$ cat src/hw/rtl/swc_pkg.sv
// ----------------------------------------------------------------------------
// swc_pkg: shared definitions of the square-wave channel
// Event codes, register indexes, widths and the duty pattern table.
// ----------------------------------------------------------------------------
package swc_pkg;

    // Field widths
    localparam int FUNC_W   = 3;
    localparam int VALUE_W  = 11;
    localparam int LEVEL_W  = 4;
    localparam int CFG_IDX_W = 3;
    localparam int CFG_DAT_W = 8;
    localparam int PERIOD_W = 16;
    localparam int LENGTH_W = 8;

    // Event codes
    localparam logic [FUNC_W-1:0] FUNC_TIMER       = 3'd0;
    localparam logic [FUNC_W-1:0] FUNC_QUARTER     = 3'd1;
    localparam logic [FUNC_W-1:0] FUNC_HALF        = 3'd2;
    localparam logic [FUNC_W-1:0] FUNC_LOAD_PERIOD = 3'd3;
    localparam logic [FUNC_W-1:0] FUNC_LOAD_LENGTH = 3'd4;
    localparam logic [FUNC_W-1:0] FUNC_ENV_RESTART = 3'd5;
    localparam logic [FUNC_W-1:0] FUNC_SWEEP_RELOAD = 3'd6;

    // Configuration register indexes
    localparam logic [CFG_IDX_W-1:0] REG_CHANNEL_ENABLED = 3'd0;
    localparam logic [CFG_IDX_W-1:0] REG_DUTY_MODE       = 3'd1;
    localparam logic [CFG_IDX_W-1:0] REG_CONSTANT_VOLUME = 3'd2;
    localparam logic [CFG_IDX_W-1:0] REG_ENVELOPE_PERIOD = 3'd3;
    localparam logic [CFG_IDX_W-1:0] REG_ENVELOPE_FLAGS  = 3'd4;
    localparam logic [CFG_IDX_W-1:0] REG_SWEEP_CONTROL   = 3'd5;
    localparam logic [CFG_IDX_W-1:0] REG_LENGTH_ENABLED  = 3'd6;
    localparam logic [CFG_IDX_W-1:0] REG_ONES_NEGATE     = 3'd7;

    // Audible period range
    localparam logic [PERIOD_W-1:0] PERIOD_MIN = 16'h0008;
    localparam logic [PERIOD_W-1:0] PERIOD_MAX = 16'h07FF;

    // Envelope full-scale level
    localparam logic [3:0] ENV_FULL = 4'd15;

    // Duty patterns, one row per mode, bit i is step i
    localparam logic [7:0] DUTY_TABLE [4] = '{
        8'b0000_0010,
        8'b0000_0110,
        8'b0001_1110,
        8'b1111_1001
    };

    function automatic logic duty_bit(input logic [1:0] mode, input logic [2:0] step);
        logic [7:0] row;
        row = DUTY_TABLE[mode];
        return row[step];
    endfunction

endpackage

$ cat src/hw/rtl/square_wave_channel_core.sv
// ----------------------------------------------------------------------------
// square_wave_channel_core: one square-wave sound channel
// Applies timer, envelope, sweep, length and load events to the channel
// state and returns the resulting 4-bit output level for every item.
// ----------------------------------------------------------------------------
//  channel  | direction | handshake                  | payload
//  ---------+-----------+----------------------------+----------------------
//  event in | in        | i_in_valid / o_in_ready    | i_func, i_value
//  level    | out       | o_out_valid / i_out_ready  | o_level
//  config   | in        | i_cfg_valid / o_cfg_ready  | i_cfg_index, i_cfg_data
//
// An accepted item waits in the input register; when it is processed, the
// state is updated and its level is loaded into the result register.
// One item is taken per cycle unless the output stalls; a new item can
// enter while a result waits. A stalled output holds the input register,
// and input ready drops only when both are full.
// Reset (synchronous, active low) clears all but data regs; config is always accepted.
// ----------------------------------------------------------------------------
module square_wave_channel_core (
    input  logic                              i_clk,
    input  logic                              i_rst_n,
    input  logic                              i_in_valid,
    output logic                              o_in_ready,
    input  logic [swc_pkg::FUNC_W-1:0]        i_func,
    input  logic [swc_pkg::VALUE_W-1:0]       i_value,
    output logic                              o_out_valid,
    input  logic                              i_out_ready,
    output logic [swc_pkg::LEVEL_W-1:0]       o_level,
    input  logic                              i_cfg_valid,
    output logic                              o_cfg_ready,
    input  logic [swc_pkg::CFG_IDX_W-1:0]     i_cfg_index,
    input  logic [swc_pkg::CFG_DAT_W-1:0]     i_cfg_data
);

    localparam int PW = swc_pkg::PERIOD_W;
    localparam int LW = swc_pkg::LENGTH_W;

    // Configuration registers
    logic       r_channel_enabled;
    logic [1:0] r_duty_mode;
    logic [3:0] r_constant_volume;
    logic [3:0] r_envelope_period;
    logic [1:0] r_envelope_flags;
    logic [7:0] r_sweep_control;
    logic       r_length_enabled;
    logic       r_ones_negate;

    // Input and output stages
    logic                          r_in_valid;
    logic [swc_pkg::FUNC_W-1:0]    r_in_func;
    logic [swc_pkg::VALUE_W-1:0]   r_in_value;
    logic                          r_out_valid;
    logic [swc_pkg::LEVEL_W-1:0]   r_out_level;

    // Channel state
    logic [PW-1:0] r_period, n_period;
    logic [PW-1:0] r_timer, n_timer;
    logic [2:0]    r_duty_step, n_duty_step;
    logic [3:0]    r_env_div, n_env_div;
    logic [3:0]    r_env_level, n_env_level;
    logic          r_env_restart, n_env_restart;
    logic [2:0]    r_sweep_div, n_sweep_div;
    logic          r_sweep_restart, n_sweep_restart;
    logic [LW-1:0] r_length, n_length;
    logic [swc_pkg::LEVEL_W-1:0] n_level;

    logic          proc;
    logic          sweep_on;
    logic [2:0]    sweep_div_load;
    logic [PW-1:0] sweep_delta;
    logic [PW-1:0] sweep_target;

    assign proc        = r_in_valid && (!r_out_valid || i_out_ready);
    assign o_in_ready  = !r_in_valid || proc;
    assign o_out_valid = r_out_valid;
    assign o_level     = r_out_level;
    assign o_cfg_ready = 1'b1;

    // Sweep target period
    assign sweep_on       = r_sweep_control[7];
    assign sweep_div_load = r_sweep_control[6:4];
    assign sweep_delta    = r_period >> r_sweep_control[2:0];
    assign sweep_target   = r_sweep_control[3]
                          ? r_period - sweep_delta - {{(PW-1){1'b0}}, r_ones_negate}
                          : r_period + sweep_delta;

    // Apply one event to the channel state
    always_comb begin
        n_period        = r_period;
        n_timer         = r_timer;
        n_duty_step     = r_duty_step;
        n_env_div       = r_env_div;
        n_env_level     = r_env_level;
        n_env_restart   = r_env_restart;
        n_sweep_div     = r_sweep_div;
        n_sweep_restart = r_sweep_restart;
        n_length        = r_length;

        // Envelope step, shared by quarter and half frames
        if (r_in_func == swc_pkg::FUNC_QUARTER || r_in_func == swc_pkg::FUNC_HALF) begin
            if (r_env_restart) begin
                n_env_level   = swc_pkg::ENV_FULL;
                n_env_div     = r_envelope_period;
                n_env_restart = 1'b0;
            end else if (r_env_div != 4'd0) begin
                n_env_div = r_env_div - 4'd1;
            end else begin
                if (r_env_level != 4'd0) begin
                    n_env_level = r_env_level - 4'd1;
                end else if (r_envelope_flags[1]) begin
                    n_env_level = swc_pkg::ENV_FULL;
                end
                n_env_div = r_envelope_period;
            end
        end

        unique case (r_in_func)
            swc_pkg::FUNC_TIMER: begin
                if (r_timer == '0) begin
                    n_timer     = r_period;
                    n_duty_step = r_duty_step + 3'd1;
                end else begin
                    n_timer = r_timer - {{(PW-1){1'b0}}, 1'b1};
                end
            end
            swc_pkg::FUNC_HALF: begin
                // Sweep unit
                if (r_sweep_restart) begin
                    if (sweep_on && r_sweep_div == 3'd0) begin
                        n_period = sweep_target;
                    end
                    n_sweep_div     = sweep_div_load;
                    n_sweep_restart = 1'b0;
                end else if (r_sweep_div != 3'd0) begin
                    n_sweep_div = r_sweep_div - 3'd1;
                end else begin
                    if (sweep_on) begin
                        n_period = sweep_target;
                    end
                    n_sweep_div = sweep_div_load;
                end
                // Length counter
                if (r_length_enabled && r_length != '0) begin
                    n_length = r_length - {{(LW-1){1'b0}}, 1'b1};
                end
            end
            swc_pkg::FUNC_LOAD_PERIOD: begin
                n_period = {{(PW-swc_pkg::VALUE_W){1'b0}}, r_in_value};
            end
            swc_pkg::FUNC_LOAD_LENGTH: begin
                n_length = r_in_value[LW-1:0];
            end
            swc_pkg::FUNC_ENV_RESTART: begin
                n_env_restart = 1'b1;
            end
            swc_pkg::FUNC_SWEEP_RELOAD: begin
                n_sweep_restart = 1'b1;
            end
            default: begin
            end
        endcase
    end

    // Output level from the updated state
    always_comb begin
        if (!r_channel_enabled || n_length == '0
            || !swc_pkg::duty_bit(r_duty_mode, n_duty_step)
            || n_period < swc_pkg::PERIOD_MIN || n_period > swc_pkg::PERIOD_MAX) begin
            n_level = '0;
        end else if (r_envelope_flags[0]) begin
            n_level = n_env_level;
        end else begin
            n_level = r_constant_volume;
        end
    end

    // Configuration writes
    always_ff @(posedge i_clk) begin
        if (!i_rst_n) begin
            r_channel_enabled <= 1'b0;
            r_duty_mode       <= '0;
            r_constant_volume <= '0;
            r_envelope_period <= '0;
            r_envelope_flags  <= '0;
            r_sweep_control   <= '0;
            r_length_enabled  <= 1'b0;
            r_ones_negate     <= 1'b0;
        end else if (i_cfg_valid) begin
            unique case (i_cfg_index)
                swc_pkg::REG_CHANNEL_ENABLED: r_channel_enabled <= i_cfg_data[0];
                swc_pkg::REG_DUTY_MODE:       r_duty_mode       <= i_cfg_data[1:0];
                swc_pkg::REG_CONSTANT_VOLUME: r_constant_volume <= i_cfg_data[3:0];
                swc_pkg::REG_ENVELOPE_PERIOD: r_envelope_period <= i_cfg_data[3:0];
                swc_pkg::REG_ENVELOPE_FLAGS:  r_envelope_flags  <= i_cfg_data[1:0];
                swc_pkg::REG_SWEEP_CONTROL:   r_sweep_control   <= i_cfg_data;
                swc_pkg::REG_LENGTH_ENABLED:  r_length_enabled  <= i_cfg_data[0];
                swc_pkg::REG_ONES_NEGATE:     r_ones_negate     <= i_cfg_data[0];
                default: begin
                end
            endcase
        end
    end

    // Input register: capture an item, drop it once processed
    always_ff @(posedge i_clk) begin
        if (!i_rst_n) begin
            r_in_valid <= 1'b0;
        end else if (i_in_valid && o_in_ready) begin
            r_in_valid <= 1'b1;
        end else if (proc) begin
            r_in_valid <= 1'b0;
        end
    end

    always_ff @(posedge i_clk) begin
        if (i_in_valid && o_in_ready) begin
            r_in_func  <= i_func;
            r_in_value <= i_value;
        end
    end

    // Channel state: advance on each processed item
    always_ff @(posedge i_clk) begin
        if (!i_rst_n) begin
            r_period        <= '0;
            r_timer         <= '0;
            r_duty_step     <= '0;
            r_env_div       <= '0;
            r_env_level     <= '0;
            r_env_restart   <= 1'b0;
            r_sweep_div     <= '0;
            r_sweep_restart <= 1'b0;
            r_length        <= '0;
        end else if (proc) begin
            r_period        <= n_period;
            r_timer         <= n_timer;
            r_duty_step     <= n_duty_step;
            r_env_div       <= n_env_div;
            r_env_level     <= n_env_level;
            r_env_restart   <= n_env_restart;
            r_sweep_div     <= n_sweep_div;
            r_sweep_restart <= n_sweep_restart;
            r_length        <= n_length;
        end
    end

    // Result register: load on processing, drop when taken
    always_ff @(posedge i_clk) begin
        if (!i_rst_n) begin
            r_out_valid <= 1'b0;
        end else if (proc) begin
            r_out_valid <= 1'b1;
        end else if (i_out_ready) begin
            r_out_valid <= 1'b0;
        end
    end

    always_ff @(posedge i_clk) begin
        if (proc) begin
            r_out_level <= n_level;
        end
    end

endmodule

$ cat config.mk
export PLATFORM = sky130hd
export DESIGN_NAME = square_wave_channel_core
export DESIGN_NICKNAME = d
export VERILOG_FILES = /design/src/hw/rtl/swc_pkg.sv /design/src/hw/rtl/square_wave_channel_core.sv
export SDC_FILE = /design/constraint.sdc
export NUM_CORES = 1
export LEC_CHECK = 0
export BUFFER_PORTS_ARGS = -buffer_cell sky130_fd_sc_hd__buf_2
export CAP_MARGIN = 25
export CORE_MARGIN = 5
export CORE_UTILIZATION = 65
export DETAILED_ROUTE_END_ITERATION = 12
export PLACE_DENSITY_LB_ADDON = 0.15
export SYNTH_ARGS = -nofsm -noshare
export SYNTH_HDL_FRONTEND = slang
export SYNTH_SLANG_ARGS = --single-unit
$ cat constraint.sdc
create_clock -name i_clk -period 6.75 [get_ports i_clk]
set_input_delay 0.675 -clock i_clk [delete_from_list [all_inputs] [get_ports i_clk]]
set_output_delay 0.675 -clock i_clk [all_outputs]
set_load 0.005 [all_outputs]
* Word-level counts from Yosys, hierarchy flattened *
Index checks and enable logic that the tools add are counted.

storage, ports and cells
  register bits = 99
  output and inout bits = 7
  logic and storage cells = 124
  bits of input ports = 30

cells by class
  reductions and logical operators = 41
  eq/ne operators = 13
  bitwise operators = 1
  shift-type cells = 1
  $lt $le $gt $ge = 4
  mux-type cells = 33
  add/sub/neg operators = 9

operators with widths
  cell                   count
  $mux 16                6
  $mux 4                 8
  $pmux 16 s2            1
  $reduce_and 2->1       13
  $mux 8                 3
  $eq 3x3->1 const B     7
  $add 16x16->16         1
  $bmux 8 s2             1
  $gt 16x11->1 const B   1
  $logic_not 16->1       1
  $lt 16x4->1 const B    1
  $pmux 8 s2             1
  $shr 16x3->16          1
  $sub 16x1->16          1
  $sub 16x1->16 const B  1
  $sub 16x16->16         1
  $eq 3x2->1 const B     4
  $mux 3                 4
  $logic_not 3->1        3
  $logic_not 8->1        1
  $reduce_bool 2->1      4
  $reduce_bool 4->1      2
  $reduce_bool 8->1      1
  $sub 4x1->4 const B    2
  14 further kinds       33

* Longest topological paths before layout *
  depth after elaboration = 11
  depth in mapped cells = 21
  gate-level depth less buffers = 18

* Worst setup path after synthesis *
Ideal clock, no wire load.

  kind = register to register
  start = register r_sweep_control[1]
  end = register r_out_level, in the netlist o_level[0] (data pin)
  data required time = 6.592 ns
  buffers on the path = 2
  path slack = 2.580 ns
  arrival time = 4.012 ns
  clock period less this slack = 4.170 ns
  stages on the path, launching flop included = 18
  library setup time = 0.158 ns
  cell sequence = dfxtp_1 -> clkbuf_1 -> clkbuf_1 -> mux2i_1 -> a21oi_1 -> mux2_2 -> ha_1 -> inv_2 -> ha_1 -> nand3_1 -> a211oi_1 -> o211ai_2 -> o31ai_1 -> a31oi_1 -> xnor2_1 -> a211oi_1 -> nand4_1 -> nor3_1

on the way
  longest elaborated chain between the ends = 11
  elaborated cells on any way between the ends = 14
  classes of those cells = add/sub (3); order compare (2); shift (1); mux (6); reduce/logical (2)

ends and longest elaborated chain
  what                    line                             source
  from (decl)             square_wave_channel_core.sv:44   logic [7:0] r_sweep_control;
  from (signal assigned)  square_wave_channel_core.sv:195  swc_pkg::REG_SWEEP_CONTROL: r_sweep_control <= i_cfg_data;
  $shr 16x3->16 *         square_wave_channel_core.sv:82   assign sweep_delta = r_period >> r_sweep_control[2:0];
  $sub 16x16->16          square_wave_channel_core.sv:84   ? r_period - sweep_delta - {{(PW-1){1'b0}}, r_ones_negate}
  $sub 16x1->16           square_wave_channel_core.sv:84
  $mux 16 *               square_wave_channel_core.sv:84
  $mux 16                 square_wave_channel_core.sv:137  if (sweep_on) begin
  $mux 16                 square_wave_channel_core.sv:134  end else if (r_sweep_div != 3'd0) begin
  $mux 16 *               square_wave_channel_core.sv:128  if (r_sweep_restart) begin
  $pmux 16 s2 *           square_wave_channel_core.sv:117  unique case (r_in_func)
  $lt 16x4->1             square_wave_channel_core.sv:168  || n_period < swc_pkg::PERIOD_MIN || n_period > swc_pkg::PERIOD_MAX) begin
  $logic_or 1x1->1        square_wave_channel_core.sv:168
  $logic_or 1x1->1 *      square_wave_channel_core.sv:168
  to (signal assigned)    square_wave_channel_core.sv:260  r_out_level <= n_level;
  to (decl)               square_wave_channel_core.sv:53   logic [swc_pkg::LEVEL_W-1:0] r_out_level;

Mark *: on every way between the ends. The rest lies on a longest branch, timed or not.
A chain may end at the register's enable or synchronous reset.

* Final worst setup path *
  start = register r_sweep_control[1]
  end = register r_out_level, in the netlist o_level[2] (data pin)

Same word-level chain as after synthesis.

==> metrics.md <==
| Metric | Value |
|---|---|
| Setup Skew | `0.00821 ns` |
| Critical-path maximum fanout | `28` |
| Fillers | `1021` |
| First-pass GRT wire length | `33700 um` |
| Reg2reg end | `o_level[2]` |
| Final Hold Viols | `0` |
| All-Layer GR Usage | `0.291` |
| Register bit count reported by yosys | `99` |
| Placed cells | `1128` |
| Async S/R FF share, synth | `0` |
| FP Rows | `40` |
| CTS hold repair buffers | `0` |
| Post-synth EDFFs | `18` |
| Final Cell Area | `8290 um2` |
| RSZ-0062 raised after global routing | `false` |
| Worst path max stage delay | `1.01 ns` |
| Critical path type | `reg -> reg` |
| Layout cells sized above 1 | `0.0924` |
| Worst slew pin tran | `1.04 ns` |
| H-tree depth | `3` |
| Avg Vias per Cell | `6.37` |
| Vias in the first global route | `6701` |
| Worst EP arrival | `5.09 ns` |
| Final Cycle Share | `0.726` |
| Met2 wire len | `9410 um` |
| Final Setup Violations | `0` |
| Slew margin rel. | `0.308` |
| Reg2reg setup slack | `1.85 ns` |
| Initial DRC Count | `858` |
| DR top layer | `met4` |
| Worst skew pair latency | `0.35 ns` |
| Delay-heaviest family, CP | `compound AO/OA/AOI/OAI gates` |
| Fin nets | `1078` |
| DP Area | `8030 um2` |
| Worst path slowest cell | `dfxtp_1` |
| Drt wl/cell | `18.1 um` |
| Min-Delay Endpoint | `r_sweep_control[6]` |
| Setup TNS | `0 ns` |
| CTS Root Cell | `clkbuf_16` |
| Maximum clock frequency | `204 MHz` |
| Total Wirelength | `20700 um` |
| Max-cap violations | `0` |
| Register area share after synthesis | `0.276` |
| IO buf count | `35` |
| Initial antenna violation count | `0` |
| Met1 WL | `9170 um` |
| Die Y | `120 um` |
| Most used cell, CP | `o21ai_0` |
| Min-delay worst type | `reg -> reg` |
| DRT Pass-1 Iters | `6` |
| I/O pins | `37` |
| Area growth, synth to finish | `5.98%` |
| Core area | `11900 um2` |
| Synth unique cells | `87` |
| Clock transition at path regs | `0.07 ns` |
| Pwr per Cell Area | `188 nW/um2` |
| Worst hold stages | `2` |
| Hold_sp | `r_sweep_control[6]` |
| Crit-path cells | `o21ai_0 > o21ai_0 > o21ai_0 > ha_1 > inv_2 > ha_1 > nand3_1 > a211oi_1 > o211ai_2 > o31ai_1 > a31oi_1 > xnor2_1 > a211oi_1 > nand4_1 > nor3_1` |
| Max-slew violation count | `0` |
| Met3 WL | `1340 um` |
| Required time of the worst setup path | `6.94 ns` |
| WP buf/inv | `1` |
| Via count | `7280` |
| GPL Wtd Cong | `0.989` |
| Leakage | `3.22 nW` |
| Power Total | `1.55 mW` |
| Startpoint types | `register` |
| Net count after synthesis | `1076` |
| Primary FF master, synth | `dfxtp_1` |
| Reg-to-reg startpoint | `r_sweep_control[1]` |
| Antenna cells | `0` |
| CTS tree | `yes` |
| CTS max path bufs | `2` |
| Largest net degree at the start of global routing | `71` |
| Fin crit period | `4.90 ns` |
| Syn Inst Count | `990` |
| R2R depth | `15` |
| Post_cts resized | `0` |
| Status | `completed` |
| Die Span X | `120 um` |
| Initial Util | `0.657` |
| Worst VDD drop | `0.178 mV` |
| Gr ovfl total | `0` |
| Mapped Area | `7820 um2` |
| Avg Inst Size Synth | `7.90 um2` |
| YS warnings | `0` |
| TritonCTS Sinks | `99` |
| Number of remaining DRC errors | `0` |
| Setup Fix Bufs, Post-CTS | `0` |
| Total CTS buffers | `9` |
| CP Capture Type | `register` |
| DPL Wire Length | `15400 um` |
| DIE AREA | `14300 um2` |
| Post-Layout Cell Count | `1143` |
| Final ANT Viol Nets | `0` |
==> sequential cells by signal, summed over array words and instances (netlist names), 2 cells and up <==
register and flops:
r_env_level 4, r_sweep_div 3, r_duty_mode 2, r_envelope_flags 2
r_sweep_control 8, r_env_div 4, r_in_func 3, r_in_value 11
r_duty_step 3, r_timer 16, r_length 8, r_period 16
r_envelope_period 4, r_constant_volume 4, o_level 4
==> layer usage <==
layer,vias up,global-route usage
met5,-,0
met4,0,0.128
met3,67,0.0500
met2,263,0.471
met1,3382,0.383
li1,3568,-
==> Yosys cell counts, types with 20 or more instances <==
| library cell | instances | area (um2) |
|---|---|---|
| mux2i_1 | 40 | 400 |
| clkbuf_1 | 43 | 161 |
| ha_1 | 53 | 663 |
| nor2_1 | 77 | 289 |
| nor2b_1 | 31 | 194 |
| xnor2_1 | 20 | 175 |
| inv_1 | 68 | 255 |
| nor3_1 | 28 | 140 |
| a21oi_1 | 64 | 320 |
| and2_1 | 20 | 125 |
| nand2_1 | 108 | 405 |
| o21ai_0 | 62 | 310 |
| dfxtp_1 | 81 | 1620 |
| a21boi_0 | 22 | 165 |
==> layout by cell type, fill, tap and decap left out, types with 14 or more instances in the layout <==
master and instances:
nand2_1 108, dfxtp_1 81, nor2_1 77, inv_1 68
a21oi_1 64, o21ai_0 62, ha_1 53, mux2i_1 40
buf_2 35, nor2b_1 31, nor3_1 28, a21boi_0 22
and2_1 20, xnor2_1 20, edfxtp_1 18, a31oi_1 17
nand2b_1 14
==> metrics by stage <==
stage,setup WS (ns),hold WS [ns],util
final,1.85,0.474,0.696
after global placement,2.07,0.454,0.674
after CTS,1.95,0.477,0.696
after floorplan,2.58,0.443,-
after global routing,1.37,0.489,0.696
after detailed placement,2.00,0.468,0.674
==> area by class of cell <==
class                           instances  area, um2  share of cell area
Multi-Input combinational cell        767       5190               0.626
Timing Repair Buffer                   40        213              0.0257
Clock buffer                           11        233              0.0281
Clock inverter                          4       26.3             0.00317
Sequential cell                        99       2160               0.261
Tap cell                              147        184              0.0222
Inverter                               75        282              0.0340
==> worst max path at each step <==
stage,start,end,cells after the start
after floorplan,r_sweep_control[1],o_level[0],17
final,r_sweep_control[1],o_level[2],15
after global routing,r_sweep_control[1],o_level[0],15
after CTS,r_sweep_control[1],o_level[2],15
after detailed placement,r_sweep_control[1],o_level[2],15
after global placement,r_sweep_control[1],o_level[1],15
==> logic make-up after synthesis <==
kind of cell | count (synthesis) | share of synthesized area
muxes | 44 | 0.0598
other | 1 | 0.000480
AOI/OAI and AO/OA | 294 | 0.258
xor gates and xnor gates | 23 | 0.0258
buffers and inverters | 124 | 0.0600
and+or+nand+nor | 349 | 0.227
DFF | 99 | 0.276
adders and majority gates | 56 | 0.0925
==> worst register-to-register path: stages, from the launching register on <==
cell	delay, ns
dfxtp_1	1.01
o21ai_0	0.24
o21ai_0	0.30
o21ai_0	0.16
ha_1	0.39
inv_2	0.08
ha_1	0.40
nand3_1	0.10
a211oi_1	0.49
o211ai_2	0.18
o31ai_1	0.27
a31oi_1	0.16
xnor2_1	0.16
a211oi_1	0.29
nand4_1	0.27
nor3_1	0.24
==> where the power goes <==
group / total [mW] / switching, mW / internal [mW]
Clock: 0.475 / 0.227 / 0.248
Sequential: 0.648 / 0.0276 / 0.620
Combinational: 0.432 / 0.261 / 0.171
Total: 1.55 / 0.515 / 1.04
Note: power is estimated with default switching activity, not from simulation.
